--- src/rtl/ftvc_pkg.sv ---
// Shared types, constants and helper functions of the follow-target velocity controller.
// No dependencies; ftvc_cfg_regs, ftvc_muldiv and the core refer to it by scoped names.
package ftvc_pkg;

  localparam int CFG_IDX_W  = 4;
  localparam int CFG_DATA_W = 16;

  localparam logic [CFG_IDX_W-1:0] CFG_FOLLOW_DIST = 4'd0;
  localparam logic [CFG_IDX_W-1:0] CFG_MAX_LIN     = 4'd1;
  localparam logic [CFG_IDX_W-1:0] CFG_MAX_ANG     = 4'd2;
  localparam logic [CFG_IDX_W-1:0] CFG_DIST_GAIN   = 4'd3;
  localparam logic [CFG_IDX_W-1:0] CFG_BEAR_GAIN   = 4'd4;
  localparam logic [CFG_IDX_W-1:0] CFG_SEARCH_RATE = 4'd5;
  localparam logic [CFG_IDX_W-1:0] CFG_SEARCH_TMO  = 4'd6;
  localparam logic [CFG_IDX_W-1:0] CFG_HEAD_GAIN   = 4'd7;

  localparam logic [1:0] MODE_IDLE   = 2'd0;
  localparam logic [1:0] MODE_SEARCH = 2'd1;
  localparam logic [1:0] MODE_FOLLOW = 2'd2;

  typedef struct packed {
    logic [13:0] follow_distance_mm;
    logic [11:0] max_linear_mmps;
    logic [12:0] max_angular_mradps;
    logic [13:0] distance_gain_milli;
    logic [13:0] bearing_gain_milli;
    logic [12:0] search_rate_mradps;
    logic [7:0]  search_tmo_sec;
    logic [13:0] heading_gain_milli;
  } cfg_t;

  typedef enum logic [1:0] {
    DIV_MILLI,
    DIV_HALF_PI,
    DIV_MEGA
  } div_sel_t;

  typedef struct packed {
    logic [20:0] a;
    logic [20:0] b;
    logic        neg;
    div_sel_t    dsel;
  } md_req_t;

  localparam logic [20:0] MILLI        = 21'd1000;
  localparam logic [20:0] HALF_PI_URAD = 21'd1570796;
  localparam logic [20:0] MEGA         = 21'd1000000;

  // Reciprocals are floor(2^34 / divisor). For products below 2^34 the estimate is
  // at most one below the true quotient, so one compare and add finishes it.
  localparam logic [24:0] RCP_MILLI   = 25'd17179869;
  localparam logic [24:0] RCP_HALF_PI = 25'd10937;
  localparam logic [24:0] RCP_MEGA    = 25'd17179;

  localparam logic [31:0] LOST_HOLD_US = 32'd500000;
  localparam logic [20:0] LIN_ACCEL    = 21'd800;
  localparam logic [20:0] LIN_DECEL    = 21'd2000;
  localparam logic [20:0] ANG_ACCEL    = 21'd6000;

  localparam logic signed [15:0] PI_FLOOR = 16'sd3141;
  localparam logic signed [15:0] TWO_PI   = 16'sd6283;

  // Maps an angle into [-3141, 3141] modulo 6283; inputs stay within three turns.
  function automatic logic signed [15:0] wrap_mrad(input logic signed [15:0] a);
    logic signed [15:0] r;
    r = a;
    for (int i = 0; i < 3; i++) begin
      if (r > PI_FLOOR) begin
        r = r - TWO_PI;
      end else if (r < -PI_FLOOR) begin
        r = r + TWO_PI;
      end
    end
    return r;
  endfunction

endpackage

--- src/rtl/ftvc_ifs.sv ---
// Valid/ready channel interfaces of the controller: tick input, command output, register writes.
// Depends on nothing.
interface ftvc_tick_if;
  logic               valid;
  logic               ready;
  logic [19:0]        tick_us;
  logic               target_valid;
  logic [15:0]        target_distance_mm;
  logic signed [12:0] target_bearing_mrad;
  logic               yaw_valid;
  logic signed [12:0] yaw_mrad;
  modport source(output valid, tick_us, target_valid, target_distance_mm,
                 target_bearing_mrad, yaw_valid, yaw_mrad, input ready);
  modport sink(input valid, tick_us, target_valid, target_distance_mm,
               target_bearing_mrad, yaw_valid, yaw_mrad, output ready);
endinterface

interface ftvc_cmd_if;
  logic               valid;
  logic               ready;
  logic [11:0]        linear_cmd_mmps;
  logic signed [13:0] angular_cmd_mradps;
  logic [1:0]         mode;
  modport source(output valid, linear_cmd_mmps, angular_cmd_mradps, mode, input ready);
  modport sink(input valid, linear_cmd_mmps, angular_cmd_mradps, mode, output ready);
endinterface

interface ftvc_cfg_if;
  logic        valid;
  logic        ready;
  logic [3:0]  index;
  logic [15:0] data;
  modport source(output valid, index, data, input ready);
  modport sink(input valid, index, data, output ready);
endinterface

--- src/rtl/ftvc_cfg_regs.sv ---
// Configuration register file: reset values, width masking and index decode.
// Depends on ftvc_pkg and ftvc_cfg_if.
module ftvc_cfg_regs (
  input  logic          clk,
  input  logic          rst,
  ftvc_cfg_if.sink      cfg,
  output ftvc_pkg::cfg_t regs
);

  assign cfg.ready = 1'b1;

  always_ff @(posedge clk) begin
    if (rst) begin
      regs.follow_distance_mm  <= 14'd1500;
      regs.max_linear_mmps     <= 12'd1000;
      regs.max_angular_mradps  <= 13'd1500;
      regs.distance_gain_milli <= 14'd1000;
      regs.bearing_gain_milli  <= 14'd1500;
      regs.search_rate_mradps  <= 13'd800;
      regs.search_tmo_sec      <= 8'd10;
      regs.heading_gain_milli  <= 14'd2000;
    end else if (cfg.valid) begin
      unique case (cfg.index)
        ftvc_pkg::CFG_FOLLOW_DIST: regs.follow_distance_mm  <= cfg.data[13:0];
        ftvc_pkg::CFG_MAX_LIN:     regs.max_linear_mmps     <= cfg.data[11:0];
        ftvc_pkg::CFG_MAX_ANG:     regs.max_angular_mradps  <= cfg.data[12:0];
        ftvc_pkg::CFG_DIST_GAIN:   regs.distance_gain_milli <= cfg.data[13:0];
        ftvc_pkg::CFG_BEAR_GAIN:   regs.bearing_gain_milli  <= cfg.data[13:0];
        ftvc_pkg::CFG_SEARCH_RATE: regs.search_rate_mradps  <= cfg.data[12:0];
        ftvc_pkg::CFG_SEARCH_TMO:  regs.search_tmo_sec      <= cfg.data[7:0];
        ftvc_pkg::CFG_HEAD_GAIN:   regs.heading_gain_milli  <= cfg.data[13:0];
        default: ;
      endcase
    end
  end

endmodule

--- src/rtl/ftvc_muldiv.sv ---
// Shared multiply-then-divide unit: one multiplier used for the product, a reciprocal
// multiply by the selected constant and a back-multiply for the final correction.
// Depends on ftvc_pkg.
module ftvc_muldiv (
  input  logic               clk,
  input  logic               rst,
  input  logic               start,
  input  ftvc_pkg::md_req_t  req,
  output logic               done,
  output logic signed [23:0] result
);

  typedef enum logic [2:0] {MD_IDLE, MD_PROD, MD_RECIP, MD_BACK, MD_FIX} md_state_t;

  md_state_t   st;
  logic [20:0] opa;
  logic [20:0] opb;
  logic [20:0] dvs;
  logic [24:0] rcp;
  logic        neg;
  logic [33:0] num;
  logic [24:0] quo;
  logic [21:0] rem;

  logic [34:0] mul_x;
  logic [24:0] mul_y;
  logic [59:0] mul_p;
  logic [34:0] back_diff;
  logic [24:0] quo_fix;

  always_comb begin
    unique case (st)
      MD_RECIP: begin
        mul_x = {1'b0, num};
        mul_y = rcp;
      end
      MD_BACK: begin
        mul_x = 35'(dvs);
        mul_y = quo;
      end
      default: begin
        mul_x = 35'(opa);
        mul_y = 25'(opb);
      end
    endcase
    mul_p     = 60'(mul_x) * 60'(mul_y);
    back_diff = {1'b0, num} - mul_p[34:0];
    quo_fix   = (rem >= {1'b0, dvs}) ? quo + 25'd1 : quo;
  end

  always_ff @(posedge clk) begin
    if (rst) begin
      st   <= MD_IDLE;
      done <= 1'b0;
    end else begin
      done <= 1'b0;
      unique case (st)
        MD_IDLE: begin
          if (start) begin
            opa <= req.a;
            opb <= req.b;
            neg <= req.neg;
            unique case (req.dsel)
              ftvc_pkg::DIV_MILLI: begin
                dvs <= ftvc_pkg::MILLI;
                rcp <= ftvc_pkg::RCP_MILLI;
              end
              ftvc_pkg::DIV_HALF_PI: begin
                dvs <= ftvc_pkg::HALF_PI_URAD;
                rcp <= ftvc_pkg::RCP_HALF_PI;
              end
              default: begin
                dvs <= ftvc_pkg::MEGA;
                rcp <= ftvc_pkg::RCP_MEGA;
              end
            endcase
            st <= MD_PROD;
          end
        end
        MD_PROD: begin
          num <= mul_p[33:0];
          st  <= MD_RECIP;
        end
        MD_RECIP: begin
          quo <= mul_p[58:34];
          st  <= MD_BACK;
        end
        MD_BACK: begin
          rem <= back_diff[21:0];
          st  <= MD_FIX;
        end
        MD_FIX: begin
          result <= neg ? 24'(0) - 24'(quo_fix[22:0]) : 24'(quo_fix[22:0]);
          done   <= 1'b1;
          st     <= MD_IDLE;
        end
        default: st <= MD_IDLE;
      endcase
    end
  end

endmodule

--- src/rtl/follow_target_velocity_controller_core.sv ---
// Top level of the follow-target velocity controller: sequencer, controller state, output register.
// Depends on ftvc_pkg, ftvc_ifs, ftvc_cfg_regs and ftvc_muldiv.
//
//   channel  direction  beat contents
//   tick     in         tick_us, target flag/range/bearing, yaw flag/yaw
//   cmd      out        linear_cmd_mmps, angular_cmd_mradps, mode
//   cfg      in         index, data (register write, always ready)
//
// One tick issues up to seven multiply-divides on the shared unit, and none when the
// target is absent and the tick is zero.
// tick.ready is high only while the sequencer is idle. A finished beat waits in the
// output register; the next tick is taken meanwhile and holds only at its end.
// Synchronous reset restores the register defaults and the idle controller state.
module follow_target_velocity_controller_core (
  input  logic       clk,
  input  logic       rst,
  ftvc_tick_if.sink  tick,
  ftvc_cmd_if.source cmd,
  ftvc_cfg_if.sink   cfg
);

  typedef enum logic [3:0] {
    S_IDLE, S_START, S_OP_VDES, S_OP_WDES, S_OP_SCALE, S_OP_HEAD,
    S_OP_CORR, S_RAMP, S_OP_LSTEP, S_OP_ASTEP, S_SEND
  } state_t;

  ftvc_pkg::cfg_t    regs;
  ftvc_pkg::md_req_t md_req;
  logic              md_start;
  logic              md_done;
  logic signed [23:0] md_res;

  state_t state;
  logic   issued;
  logic   out_valid;

  logic [19:0]        dt;
  logic               tv;
  logic [15:0]        dist_mm;
  logic signed [12:0] bear;
  logic               yv;
  logic signed [12:0] yaw;

  logic [1:0]         mode;
  logic [11:0]        lin;
  logic signed [13:0] ang;
  logic [31:0]        lost;
  logic [31:0]        search;
  logic               last_left;
  logic               has_seen;
  logic signed [12:0] href;
  logic               href_set;
  logic [11:0]        v;
  logic signed [13:0] w;

  logic [32:0]        lost_sum;
  logic [32:0]        search_sum;
  logic [31:0]        lost_n;
  logic [31:0]        search_n;
  logic [27:0]        search_limit;
  logic signed [16:0] err;
  logic [12:0]        bear_mag;
  logic [22:0]        bear_k;
  logic [20:0]        scale_pos;
  logic signed [15:0] eyaw;
  logic [11:0]        eyaw_mag;
  logic signed [15:0] href_sum;
  logic signed [23:0] maxw_s;
  logic signed [23:0] w_src;
  logic signed [13:0] w_clamped;
  logic signed [23:0] v_res_clamp_hi;
  logic signed [13:0] ldiff;
  logic signed [13:0] lstep;
  logic [11:0]        lin_new;
  logic signed [15:0] adiff;
  logic signed [15:0] astep;
  logic signed [13:0] ang_new;
  logic               op_state;

  ftvc_cfg_regs u_cfg (
    .clk  (clk),
    .rst  (rst),
    .cfg  (cfg),
    .regs (regs)
  );

  ftvc_muldiv u_md (
    .clk    (clk),
    .rst    (rst),
    .start  (md_start),
    .req    (md_req),
    .done   (md_done),
    .result (md_res)
  );

  assign tick.ready             = (state == S_IDLE);
  assign cmd.valid              = out_valid;

  always_comb begin
    lost_sum     = {1'b0, lost} + 33'(dt);
    search_sum   = {1'b0, search} + 33'(dt);
    lost_n       = lost_sum[32] ? 32'hFFFF_FFFF : lost_sum[31:0];
    search_n     = (mode == ftvc_pkg::MODE_SEARCH) ?
                   (search_sum[32] ? 32'hFFFF_FFFF : search_sum[31:0]) : search;
    search_limit = 28'(regs.search_tmo_sec) * 28'(ftvc_pkg::MEGA);
    err          = signed'({1'b0, dist_mm}) - signed'({3'b0, regs.follow_distance_mm});
    bear_mag     = bear[12] ? 13'(~bear + 13'sd1) : 13'(bear);
    bear_k       = 23'(bear_mag) * 23'd1000;
    scale_pos    = (bear_k < 23'(ftvc_pkg::HALF_PI_URAD)) ?
                   21'(23'(ftvc_pkg::HALF_PI_URAD) - bear_k) : 21'd0;
    eyaw         = ftvc_pkg::wrap_mrad(16'(href) - 16'(yaw));
    eyaw_mag     = eyaw[15] ? 12'(-eyaw) : 12'(eyaw);
    href_sum     = 16'(href) + md_res[15:0];
    maxw_s       = signed'({11'b0, regs.max_angular_mradps});
    v_res_clamp_hi = signed'({12'b0, regs.max_linear_mmps});

    w_src = (state == S_OP_CORR) ? md_res + 24'(w) : md_res;
    if (w_src > maxw_s) begin
      w_clamped = 14'(maxw_s);
    end else if (w_src < -maxw_s) begin
      w_clamped = 14'(-maxw_s);
    end else begin
      w_clamped = w_src[13:0];
    end

    ldiff = signed'({2'b0, v}) - signed'({2'b0, lin});
    lstep = signed'({1'b0, md_res[12:0]});
    if (ldiff > lstep) begin
      lin_new = 12'(signed'({2'b0, lin}) + lstep);
    end else if (ldiff < -lstep) begin
      lin_new = 12'(signed'({2'b0, lin}) - lstep);
    end else begin
      lin_new = v;
    end

    adiff = 16'(w) - 16'(ang);
    astep = md_res[15:0];
    if (adiff > astep) begin
      ang_new = 14'(16'(ang) + astep);
    end else if (adiff < -astep) begin
      ang_new = 14'(16'(ang) - astep);
    end else begin
      ang_new = w;
    end

    md_req = '{a: '0, b: '0, neg: 1'b0, dsel: ftvc_pkg::DIV_MILLI};
    unique case (state)
      S_OP_VDES: begin
        md_req.a = 21'(regs.distance_gain_milli);
        md_req.b = 21'(err[15:0]);
      end
      S_OP_WDES: begin
        md_req.a   = 21'(regs.bearing_gain_milli);
        md_req.b   = 21'(bear_mag);
        md_req.neg = bear[12];
      end
      S_OP_SCALE: begin
        md_req.a    = 21'(v);
        md_req.b    = scale_pos;
        md_req.dsel = ftvc_pkg::DIV_HALF_PI;
      end
      S_OP_HEAD: begin
        md_req.a    = w[13] ? 21'(-16'(w)) : 21'(w);
        md_req.b    = 21'(dt);
        md_req.neg  = w[13];
        md_req.dsel = ftvc_pkg::DIV_MEGA;
      end
      S_OP_CORR: begin
        md_req.a   = 21'(regs.heading_gain_milli);
        md_req.b   = 21'(eyaw_mag);
        md_req.neg = eyaw[15];
      end
      S_OP_LSTEP: begin
        md_req.a    = (v >= lin) ? ftvc_pkg::LIN_ACCEL : ftvc_pkg::LIN_DECEL;
        md_req.b    = 21'(dt);
        md_req.dsel = ftvc_pkg::DIV_MEGA;
      end
      S_OP_ASTEP: begin
        md_req.a    = ftvc_pkg::ANG_ACCEL;
        md_req.b    = 21'(dt);
        md_req.dsel = ftvc_pkg::DIV_MEGA;
      end
      default: ;
    endcase

    op_state = (state == S_OP_VDES) || (state == S_OP_WDES) || (state == S_OP_SCALE) ||
               (state == S_OP_HEAD) || (state == S_OP_CORR) || (state == S_OP_LSTEP) ||
               (state == S_OP_ASTEP);
    md_start = op_state && !issued;
  end

  always_ff @(posedge clk) begin
    if (rst) begin
      state     <= S_IDLE;
      issued    <= 1'b0;
      out_valid <= 1'b0;
      mode      <= ftvc_pkg::MODE_IDLE;
      lin       <= '0;
      ang       <= '0;
      lost      <= '0;
      search    <= '0;
      last_left <= 1'b1;
      has_seen  <= 1'b0;
      href      <= '0;
      href_set  <= 1'b0;
    end else begin
      if (md_start) begin
        issued <= 1'b1;
      end else if (md_done) begin
        issued <= 1'b0;
      end
      if (cmd.ready && (state != S_SEND)) begin
        out_valid <= 1'b0;
      end
      unique case (state)
        S_IDLE: begin
          if (tick.valid) begin
            dt      <= tick.tick_us;
            tv      <= tick.target_valid;
            dist_mm <= tick.target_distance_mm;
            bear    <= tick.target_bearing_mrad;
            yv      <= tick.yaw_valid;
            yaw     <= tick.yaw_mrad;
            state   <= S_START;
          end
        end
        S_START: begin
          if (tv) begin
            lost      <= '0;
            search    <= '0;
            last_left <= !bear[12];
            has_seen  <= 1'b1;
            mode      <= ftvc_pkg::MODE_FOLLOW;
            if (err > 17'sd0) begin
              state <= S_OP_VDES;
            end else begin
              v     <= '0;
              state <= S_OP_WDES;
            end
          end else begin
            lost   <= lost_n;
            search <= search_n;
            v      <= '0;
            state  <= S_RAMP;
            if (lost_n > ftvc_pkg::LOST_HOLD_US) begin
              href_set <= 1'b0;
              if (has_seen && (search_n <= 32'(search_limit))) begin
                mode <= ftvc_pkg::MODE_SEARCH;
                w    <= last_left ? signed'({1'b0, regs.search_rate_mradps}) :
                        -signed'({1'b0, regs.search_rate_mradps});
              end else begin
                mode     <= ftvc_pkg::MODE_IDLE;
                has_seen <= 1'b0;
                w        <= '0;
              end
            end else begin
              w <= '0;
            end
          end
        end
        S_OP_VDES: begin
          if (md_done) begin
            v     <= (md_res > v_res_clamp_hi) ? regs.max_linear_mmps : md_res[11:0];
            state <= S_OP_WDES;
          end
        end
        S_OP_WDES: begin
          if (md_done) begin
            w     <= w_clamped;
            state <= S_OP_SCALE;
          end
        end
        S_OP_SCALE: begin
          if (md_done) begin
            v <= md_res[11:0];
            if (yv) begin
              if (!href_set) begin
                href     <= yaw;
                href_set <= 1'b1;
              end
              state <= S_OP_HEAD;
            end else begin
              href_set <= 1'b0;
              state    <= S_RAMP;
            end
          end
        end
        S_OP_HEAD: begin
          if (md_done) begin
            href  <= 13'(ftvc_pkg::wrap_mrad(href_sum));
            state <= S_OP_CORR;
          end
        end
        S_OP_CORR: begin
          if (md_done) begin
            w     <= w_clamped;
            state <= S_RAMP;
          end
        end
        S_RAMP: begin
          if (dt == 20'd0) begin
            lin   <= v;
            ang   <= w;
            state <= S_SEND;
          end else begin
            state <= S_OP_LSTEP;
          end
        end
        S_OP_LSTEP: begin
          if (md_done) begin
            lin   <= lin_new;
            state <= S_OP_ASTEP;
          end
        end
        S_OP_ASTEP: begin
          if (md_done) begin
            ang   <= ang_new;
            state <= S_SEND;
          end
        end
        S_SEND: begin
          if (!out_valid || cmd.ready) begin
            cmd.linear_cmd_mmps    <= lin;
            cmd.angular_cmd_mradps <= ang;
            cmd.mode               <= mode;
            out_valid              <= 1'b1;
            state                  <= S_IDLE;
          end
        end
        default: state <= S_IDLE;
      endcase
    end
  end

endmodule
--- src/flat_wrapper.sv ---
// flat-port wrapper written by rule: the top's interface ports become plain ports
module follow_target_velocity_controller_core_flat 
  (clk, rst, tick_valid, tick_tick_us, tick_target_valid, tick_target_distance_mm, tick_target_bearing_mrad, tick_yaw_valid, tick_yaw_mrad, tick_ready, cmd_valid, cmd_linear_cmd_mmps, cmd_angular_cmd_mradps, cmd_mode, cmd_ready, cfg_valid, cfg_index, cfg_data, cfg_ready);
  ftvc_tick_if tick_i ();
  ftvc_cmd_if cmd_i ();
  ftvc_cfg_if cfg_i ();
  input  logic clk;
  input  logic rst;
  input wire logic [$bits(tick_i.valid)-1:0] tick_valid;
  input wire logic [$bits(tick_i.tick_us)-1:0] tick_tick_us;
  input wire logic [$bits(tick_i.target_valid)-1:0] tick_target_valid;
  input wire logic [$bits(tick_i.target_distance_mm)-1:0] tick_target_distance_mm;
  input wire logic [$bits(tick_i.target_bearing_mrad)-1:0] tick_target_bearing_mrad;
  input wire logic [$bits(tick_i.yaw_valid)-1:0] tick_yaw_valid;
  input wire logic [$bits(tick_i.yaw_mrad)-1:0] tick_yaw_mrad;
  output wire logic [$bits(tick_i.ready)-1:0] tick_ready;
  output wire logic [$bits(cmd_i.valid)-1:0] cmd_valid;
  output wire logic [$bits(cmd_i.linear_cmd_mmps)-1:0] cmd_linear_cmd_mmps;
  output wire logic [$bits(cmd_i.angular_cmd_mradps)-1:0] cmd_angular_cmd_mradps;
  output wire logic [$bits(cmd_i.mode)-1:0] cmd_mode;
  input wire logic [$bits(cmd_i.ready)-1:0] cmd_ready;
  input wire logic [$bits(cfg_i.valid)-1:0] cfg_valid;
  input wire logic [$bits(cfg_i.index)-1:0] cfg_index;
  input wire logic [$bits(cfg_i.data)-1:0] cfg_data;
  output wire logic [$bits(cfg_i.ready)-1:0] cfg_ready;
  assign tick_i.valid = tick_valid;
  assign tick_i.tick_us = tick_tick_us;
  assign tick_i.target_valid = tick_target_valid;
  assign tick_i.target_distance_mm = tick_target_distance_mm;
  assign tick_i.target_bearing_mrad = tick_target_bearing_mrad;
  assign tick_i.yaw_valid = tick_yaw_valid;
  assign tick_i.yaw_mrad = tick_yaw_mrad;
  assign tick_ready = tick_i.ready;
  assign cmd_valid = cmd_i.valid;
  assign cmd_linear_cmd_mmps = cmd_i.linear_cmd_mmps;
  assign cmd_angular_cmd_mradps = cmd_i.angular_cmd_mradps;
  assign cmd_mode = cmd_i.mode;
  assign cmd_i.ready = cmd_ready;
  assign cfg_i.valid = cfg_valid;
  assign cfg_i.index = cfg_index;
  assign cfg_i.data = cfg_data;
  assign cfg_ready = cfg_i.ready;
  follow_target_velocity_controller_core u_core (.clk(clk), .rst(rst), .tick(tick_i), .cmd(cmd_i), .cfg(cfg_i));
endmodule
--- config.mk ---
export PLATFORM = sky130hd
export DESIGN_NAME = follow_target_velocity_controller_core_flat
export DESIGN_NICKNAME = d
export VERILOG_FILES = /design/src/rtl/ftvc_pkg.sv /design/src/rtl/ftvc_ifs.sv /design/src/rtl/ftvc_cfg_regs.sv /design/src/rtl/ftvc_muldiv.sv /design/src/rtl/follow_target_velocity_controller_core.sv /design/src/flat_wrapper.sv
export SDC_FILE = /design/constraint.sdc
export NUM_CORES = 2
export LEC_CHECK = 0
export BUFFER_PORTS_ARGS = -buffer_cell sky130_fd_sc_hd__clkbuf_2
export CORE_MARGIN = 2
export CORE_UTILIZATION = 35
export DETAILED_ROUTE_END_ITERATION = 7
export PLACE_DENSITY_LB_ADDON = 0.1
export SLEW_MARGIN = 30
export SYNTH_ARGS = -nofsm -noshare
export SYNTH_HDL_FRONTEND = slang
export SYNTH_SLANG_ARGS = --single-unit
--- constraint.sdc ---
create_clock -name clk -period 10.7 [get_ports clk]
set_input_delay 1.605 -clock clk [delete_from_list [all_inputs] [get_ports clk]]
set_output_delay 1.605 -clock clk [all_outputs]
set_load 0.05 [all_outputs]
==> results.toml <==
[synthesis]
synthDistinctLibCells = 112
synth.area.top_cells = "fa_1 (24%), ha_1 (12%), edfxtp_1 (12%)"
ys_seq_elements = 491
yosysTopAreaCell = "fa_1"
async_flop_share_pct = 0
ys_seq_area_share_pct = 18.50
syn_area_um2 = 67800
synth-warning-count = 0
synth-edff-count = 271
syn_avg_cell_area_um2 = 8.681
synthFlopType = "edfxtp_1"
syn_inst = 7811
synth_top_area_share_pct = 23.77

[floorplanning]
start_util_pct = 35.21
boundaryPins = 120
dieArea_um2 = 197300
die_h_um = 444.1
rows = 161
core_region_area_um2 = 192600
die_w_um = 444.1

[worst_setup_path]
r2r-end = "u_core.u_md.quo[24]$_DFFE_PP_"
r2r_slack_ns = 0.53
startpoint_type = "flip-flop"
rr_worst_depth = 35
cp.arrival_ns = 10.58
slowest_stage = "dfxtp_1"
startpoint = "u_core.u_md.st[2]$_SDFFE_PP0P_"
required_ns = 11.11
critPathMaxFanout = 37
critical_path_class = "reg2reg"
slowest_delay_ns = 0.62
r2r-start = "u_core.u_md.st[2]$_SDFFE_PP0P_"
cp-end-kind = "flip-flop"
crit_top_cell = "fa_1"

[grt]
grt_pass1_vias = 56280
overflow = 0
grt_first_pass_wirelength_um = 352900
antenna_found_initial = 10
grt_max_degree = 90
track_usage_pct = 23.53

[clock_network]
cts.htree.levels = 3
clk_pin_slew_ns = 0.06
cts_root_buf = "clkbuf_16"
cts_setup_buffers = 0
cts_buffers = 67
clock_latency_ns = 0.68
cts_sinks = 491
tritoncts = "yes"
cts_max_path_buffers = 3

[status]
status = "finished, violations left"
violations = "design-rule violations"

[timing]
period_share_pct = 95.07
fin_tns_setup_ns = 0
finalSetupViolCount = 0
finalHoldViolCount = 0
rsz0062_at_grt = "no"
drv_slew = 0
timing.fmax_mhz = 98.31
post-route-min-period_ns = 10.17
tightest_slew_ns = 0.9726
maxSlewHeadroom_pct = 33.48
finalClockSkew_ns = 0.03573

[routing]
dr_total_vias = 55930
firstDrtPassIters = 8
drc = 10
finalWirelength_um = 231300
routedWlPerCell_um = 21.89
antenna_left = 0
drtIter0Drc = 4147
viasPerCell = 5.293

[place]
io_buffers = 116
place_hpwl_um = 183200
gp_congestion = 0.9118

[layout]
final_common_cell = "inv_1"
nets = 9540
final_cell_mix = "inv_1 (1217), nand2_1 (971), fa_1 (805), ha_1 (662), nor2_1 (573)"
drive_gt1_share_pct = 7.118
nFillCells = 19640
areaGrowthSynthToFinish_pct = 10.40

[hold_path]
min_path_cells = 2
worstHoldStart = "u_core.issued$_SDFFE_PP0P_"
holdPathEnd = "u_core.issued$_SDFFE_PP0P_"
worstHoldPathType = "reg2reg"

[run]
max_cap_viol_count = 0
## per-layer routing
layer	global-route usage (%)	routed length, um	vias up
met5	0	13	-
met1	34.05	109800	27850
met4	5.685	5773	2
li1	-	-	26480
met2	37.53	104400	1373
met3	2.521	11230	227
## what timing repair did
| action | CTS | global route |
|---|---|---|
| gates resized for setup | 0 | 3 |
| hold buffers | 0 | 0 |
| setup endpoints to repair | 0 | 1 |
## cells in the mapped netlist (all sizes together) (123+ instances only)
master / instances
a21oi: 414
nor2: 584
xnor2: 260
o21ai: 319
dfxtp: 220
inv: 1218
fa: 805
nand2: 973
edfxtp: 271
clkbuf: 284
nand3: 123
ha: 662
## metrics by stage
stage	setup WS (ns)	hold slack, ns	instance area (um2)	util [%]	std cells
final	0.5280	0.4522	74860	38.87	10570
after global routing	0.006228	0.4740	74850	38.87	10560
after CTS	0.5811	0.4560	74760	38.82	10560
after detailed placement	0.6237	0.4479	72510	37.65	10440
after global placement	0.6880	0.4414	72460	37.62	10440
after floorplan	1.345	0.4316	68260	-	7933
## sequential cells by signal (all words and copies together), names as in the netlist, 13 cells and up
register,cells
u_core.u_md.opa,21
u_core.search,32
u_core.u_md.quo,25
u_core.lost,32
u_core.href,13
u_core.cmd.angular_cmd_mradps,14
u_core.u_cfg.regs,102
u_core.u_md.result,24
u_core.u_md.rem,22
u_core.u_md.opb,21
u_core.bear,13
u_core.dist_mm,16
u_core.dt,20
u_core.ang,14
u_core.u_md.num,34
u_core.yaw,13
u_core.w,14
## how the worst max path moves through the flow
stage,endpoint,depth (start not counted)
4_1_cts,u_core.u_md.quo[24]$_DFFE_PP_,39
3_3_place_gp,u_core.u_md.quo[24]$_DFFE_PP_,37
2_1_floorplan,u_core.u_md.quo[24]$_DFFE_PP_,38
3_5_place_dp,u_core.u_md.quo[24]$_DFFE_PP_,39
6_report,u_core.u_md.quo[24]$_DFFE_PP_,35
5_1_grt,u_core.u_md.quo[24]$_DFFE_PP_,38
## worst max-delay path: cells and delay by family, from the launching register on
family                     cells  cell delay, ns
xor gates and xnor gates       1            0.14
buffers and inverters          8            1.48
AOI/OAI and AO/OA             13            2.81
adders and majority gates      8            3.94
and+or+nand+nor                5            0.90
DFF                            1            0.62
## cell families after synthesis
kind of cell             Yosys count  synth area share, %
AND/OR/NAND/NOR                 2275                15.05
AO/OA/AOI/OAI                   1600                15.95
buffers and inverters           1528                8.496
adder cells (fa/ha/maj)         1467                35.98
flip-flops                       491                18.50
XOR/XNOR                         374                4.864
multiplexers                      74                1.144
other                              2              0.01108
## cell type report
type,count,area [um2],area share (%)
sequential,491,12540,16.76
timing repair buffer,290,1967,2.628
clock inverter,38,379.1,0.5065
tap,2526,3161,4.222
clock buffer,83,1871,2.499
multi-input combinational,5915,50350,67.26
antenna,5,12.51,0.01671
inverter,1219,4576,6.113
Power is not shown: default switching activity piles up to over one toggle a cycle in this logic, so the estimate is an artifact.
